--- src/hw/rtl/orsl_pkg.sv ---
// Shared types, codes and constants of the overwriting record ring.
`default_nettype none

package orsl_pkg;

   localparam int DEPTH_DEFAULT = 64;

   localparam int NUMBER_W  = 16;
   localparam int PAYLOAD_W = 64;
   localparam int SLOT_W    = 6;
   localparam int FILL_W    = 7;
   localparam int STATUS_W  = 2;
   localparam int CSR_IDX_W = 2;
   localparam int CSR_DAT_W = 16;
   localparam int LIMIT_W   = 8;
   localparam int MARGIN_W  = 4;
   localparam int COUNT_W   = 8;

   localparam int WRAP_MODULUS = 65535;
   localparam int FOLD_BASE    = 65536;

   localparam logic [LIMIT_W-1:0]  LOOKBACK_LIMIT_RESET = 8'd100;
   localparam logic [MARGIN_W-1:0] REORDER_MARGIN_RESET = 4'd3;
   localparam logic [NUMBER_W-1:0] WRAP_THRESHOLD_RESET = 16'd65200;

   localparam logic [CSR_IDX_W-1:0] CSR_LOOKBACK_LIMIT = 2'd0;
   localparam logic [CSR_IDX_W-1:0] CSR_REORDER_MARGIN = 2'd1;
   localparam logic [CSR_IDX_W-1:0] CSR_WRAP_THRESHOLD = 2'd2;

   localparam logic [STATUS_W-1:0] STATUS_OK        = 2'd0;
   localparam logic [STATUS_W-1:0] STATUS_EMPTY     = 2'd1;
   localparam logic [STATUS_W-1:0] STATUS_NOT_FOUND = 2'd2;

   typedef enum logic [2:0] {
      OP_PUSH   = 3'd0,
      OP_LATEST = 3'd1,
      OP_LOOKUP = 3'd2,
      OP_DRAIN  = 3'd3,
      OP_SIZE   = 3'd4
   } op_type;

   typedef enum logic [2:0] {
      ST_IDLE,
      ST_EXEC,
      ST_NEWEST,
      ST_REDUCE,
      ST_FOLD,
      ST_LIMIT,
      ST_SCAN,
      ST_DRAIN
   } state_type;

   typedef struct packed {
      op_type                 op;
      logic [NUMBER_W-1:0]    number;
      logic [PAYLOAD_W-1:0]   payload;
   } cmd_type;

   typedef struct packed {
      logic [LIMIT_W-1:0]     lookback_limit;
      logic [MARGIN_W-1:0]    reorder_margin;
      logic [NUMBER_W-1:0]    wrap_threshold;
   } cfg_type;

   typedef struct packed {
      logic [STATUS_W-1:0]    status;
      logic [NUMBER_W-1:0]    number;
      logic [PAYLOAD_W-1:0]   payload;
      logic [SLOT_W-1:0]      slot;
      logic [FILL_W-1:0]      fill;
      logic                   last;
   } rsp_type;

   function automatic rsp_type make_rsp(
      input logic [STATUS_W-1:0]  status,
      input logic [NUMBER_W-1:0]  number,
      input logic [PAYLOAD_W-1:0] payload,
      input logic [SLOT_W-1:0]    slot,
      input logic [FILL_W-1:0]    fill,
      input logic                 last
   );
      rsp_type r;
      r.status  = status;
      r.number  = number;
      r.payload = payload;
      r.slot    = slot;
      r.fill    = fill;
      r.last    = last;
      return r;
   endfunction

endpackage

`default_nettype wire

--- src/hw/rtl/orsl_front.sv ---
// Command front end: decodes opcodes, drops unknown ones, queues the rest.
`default_nettype none

module orsl_front import orsl_pkg::*; (
   input  wire logic                 clock,
   input  wire logic                 reset,
   input  wire logic                 start,
   input  wire logic [2:0]           opcode,
   input  wire logic [NUMBER_W-1:0]  packet_number,
   input  wire logic [PAYLOAD_W-1:0] payload,
   output logic                      busy,
   output logic                      cmd_valid,
   output cmd_type                   cmd,
   input  wire logic                 cmd_pop
);

   localparam int QUEUE_DEPTH = 2;
   localparam int QPTR_W      = $clog2(QUEUE_DEPTH);
   localparam int QCNT_W      = $clog2(QUEUE_DEPTH + 1);

   cmd_type             queue_ff [QUEUE_DEPTH];
   logic [QPTR_W-1:0]   wr_ptr_ff, wr_ptr_in;
   logic [QPTR_W-1:0]   rd_ptr_ff, rd_ptr_in;
   logic [QCNT_W-1:0]   count_ff, count_in;
   logic                known_op;
   logic                push;
   logic                pop;
   cmd_type             new_cmd;

   assign busy      = (count_ff == QCNT_W'(QUEUE_DEPTH));
   assign known_op  = (opcode <= 3'(OP_SIZE));
   assign push      = start && !busy && known_op;
   assign cmd_valid = (count_ff != '0);
   assign pop       = cmd_pop && cmd_valid;
   assign cmd       = queue_ff[rd_ptr_ff];

   always_comb begin
      new_cmd.op      = op_type'(opcode);
      new_cmd.number  = packet_number;
      new_cmd.payload = payload;
   end

   always_comb begin
      wr_ptr_in = wr_ptr_ff;
      rd_ptr_in = rd_ptr_ff;
      count_in  = count_ff;
      if (push) begin
         wr_ptr_in = (wr_ptr_ff == QPTR_W'(QUEUE_DEPTH - 1)) ? '0 : wr_ptr_ff + 1'b1;
      end
      if (pop) begin
         rd_ptr_in = (rd_ptr_ff == QPTR_W'(QUEUE_DEPTH - 1)) ? '0 : rd_ptr_ff + 1'b1;
      end
      if (push && !pop) begin
         count_in = count_ff + 1'b1;
      end else if (pop && !push) begin
         count_in = count_ff - 1'b1;
      end
   end

   always_ff @(posedge clock) begin
      if (reset) begin
         wr_ptr_ff <= '0;
         rd_ptr_ff <= '0;
         count_ff  <= '0;
      end else begin
         wr_ptr_ff <= wr_ptr_in;
         rd_ptr_ff <= rd_ptr_in;
         count_ff  <= count_in;
      end
   end

   always_ff @(posedge clock) begin
      if (push) begin
         queue_ff[wr_ptr_ff] <= new_cmd;
      end
   end

endmodule

`default_nettype wire

--- config.mk ---
export PLATFORM = sky130hd
export DESIGN_NAME = orsl_front
export DESIGN_NICKNAME = d
export VERILOG_FILES = /design/src/hw/rtl/orsl_pkg.sv /design/src/hw/rtl/orsl_front.sv
export SDC_FILE = /design/constraint.sdc
export NUM_CORES = 1
export LEC_CHECK = 0
export BUFFER_PORTS_ARGS = -buffer_cell sky130_fd_sc_hd__buf_4
export CAP_MARGIN = 20
export CORE_AREA = 2 2 128 130
export CTS_CLUSTER_DIAMETER = 100
export CTS_CLUSTER_SIZE = 8
export DETAILED_ROUTE_END_ITERATION = 10
export DIE_AREA = 0 0 130 132
export PLACE_DENSITY = 0.61
export SYNTH_ARGS = -nofsm -noshare
export SYNTH_HDL_FRONTEND = slang
export SYNTH_SLANG_ARGS = --single-unit
--- constraint.sdc ---
create_clock -name clock -period 4.95 [get_ports clock]
set_input_delay 0.2475 -clock clock [delete_from_list [all_inputs] [get_ports clock]]
set_output_delay 0.2475 -clock clock [all_outputs]
set_load 0.02 [all_outputs]
==> results.yml <==
worst_setup_path:
  max_stage_delay_ns: 0.79
  end_kind: "primary output"
  rr_worst_depth: 4
  crit_fanout: 48
  cp_cell_sequence: "buf_12 -> mux2_2 -> buf_4"
  path_class: "flop to primary output"
  endpoint: "cmd[48]"
  cp_slowest_cell: "dfxtp_4"
  reg2reg_to: "queue_ff[1][70]"
  crit_arrival_ns: 2.05
  cp-start-kind: "flop"
  timing.rr.start: "count_ff[1]"
  ff2ff_setup_slack_ns: 2.93
  critical_path_required_ns: 4.70
placed_design:
  post-place-ws_ns: 2.84
  routabilityCongestion: 0.692
  dp_hpwl_um: 7330
  placedInstanceArea_um2: 7790
  io_buffer_count: 171
detailed_routing:
  via_per_inst: 4.54
  num_vias: 3352
  post-route-drc-count: 0
  ant_nets: 0
  routed_wl_um: 11700
  wire_per_inst_um: 15.8
  drt_pass1_iterations: 4
  drt-initial-drc-count: 166
yosys:
  synth_ff_type: "edfxtp_1"
  async_flop_share: 0
  synth_top_family_by_area: "multiplexers"
  ys_ff_latch: 171
  syn_inst: 283
  synthesis.area_um2: 6200
  synth.distinct_cells: 16
  synth_fp_nets: 371
  synthAdderAreaFrac: 0.00202
  yosys_warnings: 0
  muxShareOfSynthArea: 0.153
  synth_compound_area_frac: 0.00323
  synth-seq-area-share: 0.820
  synth-edff-count: 166
  synth-simple-area-share: 0.0105
  syn_area_per_cell_um2: 21.9
  synth-xor-area-share: 0.00424
global_routing:
  antenna_found_initial: 0
  grt_pass1_wl_um: 17600
  grt_pass1_vias: 3648
  grt_max_degree: 49
  grt_usage: 0.135
  overflow: 0
sta:
  period_needed_ns: 2.30
  finalHoldViolations: 0
  slew_headroom: 0.542
  fin_worst_skew_ns: 0.00482
  hold_ws_ns: 0.0234
  setup_violations: 0
  rsz0062_at_grt: "no"
  drv_slew: 0
  tightest_slew_ns: 0.687
  fin_tns_setup_ns: 0
  clock.fmax_mhz: 435
  worst_slack_ns: 2.65
  period_share: 0.464
final_layout:
  final_cell_mix: "buf_4 (173), edfxtp_1 (166), mux2_2 (83)"
  regArea_um2: 5090
  final_common_cell: "buf_4"
  layout.nets: 597
  fin_area_um2: 8730
  area_delta_synth_final_pct: 40.7
  fillers: 1265
  diodes: 0
  drive_gt1_frac: 0.567
  multi_input_area_um2: 1080
clock_tree:
  ctsHoldBuffers: 18
  post_cts_buffers: 0
  htreeDepth: 4
  clk_path_buf_depth: 2
  cts-resized-gates: 0
  insertion_delay_ns: 0.41
  cts_sinks: 171
  cts-root-buf: "clkbuf_16"
  cts_tree: "built"
  clk_pin_slew_ns: 0.06
  cts_buffers: 17
floorplan:
  start_util: 0.395
  die-area_um2: 17200
  die_y_um: 132
  die_x_um: 130
  rows: 46
  pin_count: 172
  core_um2: 15700
power_and_ir_drop:
  p_leak_nw: 3.21
  ir_drop_mv: 0.331
  cellPowerDensity_nw_per_um2: 487
outcome:
  status: "finished, final reports clean"
job:
  maxCapViolCount: 0
hold_path:
  hp-class: "input port to flop"
how the worst min path moves through the flow:
| stage | cells after the start | end | from | slack [ns] |
|---|---|---|---|---|
| after floorplan | 1 | count_ff[1] | reset | 0.32 |
| after global placement | 1 | queue_ff[0][77] | packet_number[13] | 0.43 |
| after detailed placement | 1 | queue_ff[1][15] | payload[15] | 0.44 |
| after CTS | 1 | queue_ff[0][77] | packet_number[13] | 0.0002 |
| after global routing | 1 | queue_ff[0][62] | payload[62] | -0.002 |
| final | 1 | queue_ff[1][12] | payload[12] | 0.02 |
registers in the layout (all words and copies together), names as in the netlist, named ones only:
name       cells
count_ff       2
queue_ff     166
wr_ptr_ff      1
rd_ptr_ff      1
kinds of logic (layout without fill, tap and decap cells):
group                    count (synthesis)  after routing
adder cells (fa/ha/maj)                  1              1
AO/OA/AOI/OAI                            4              4
buffers and inverters                    9            248
XOR/XNOR                                 3              3
flip-flops                             171            171
multiplexers                            84             84
AND/OR/NAND/NOR                         11             11
power breakdown:
group          leakage (nW)  internal, mW  switching [mW]
clock network         0.249         0.638           0.529
logic                  1.39         0.605           0.610
registers              1.57          1.77           0.100
total                  3.21          3.01            1.24
metrics by stage:
stage | instances | util | power, mW
after floorplan | 283 | - | 2.60
after global placement | 663 | 0.493 | 3.08
after detailed placement | 665 | 0.496 | 3.11
after CTS | 715 | 0.541 | 4.30
after global routing | 738 | 0.555 | 4.45
final | 738 | 0.555 | 4.25
synthesized netlist by cell type (2+ instances only):
master	instances	area, um^2
mux2_2	83	935
edfxtp_1	166	4980
nor2_1	4	15.0
nor2b_1	2	12.5
buf_2	9	45.0
o21ai_0	3	15.0
xor2_1	3	26.3
dfxtp_1	5	100
critical path, delay by kind of cell (launching register included):
kind	cells	cell delay [ns]
buf+inv	2	0.47
flops	1	0.79
mux	1	0.37
routing by layer:
| metal | track usage | wire length (um) |
|---|---|---|
| met5 | 0 | 0 |
| met1 | 0.153 | 4770 |
| met4 | 0.0376 | 107 |
| met2 | 0.233 | 5950 |
| met3 | 0.0564 | 830 |
layout make-up:
cell class	count	area share
timing repair buffer	216	0.201
tap	216	0.0310
clock buffer	17	0.0488
multi-input combinational	103	0.124
clock inverter	15	0.0116
sequential	171	0.583
Note: power is estimated with default switching activity, not from simulation.
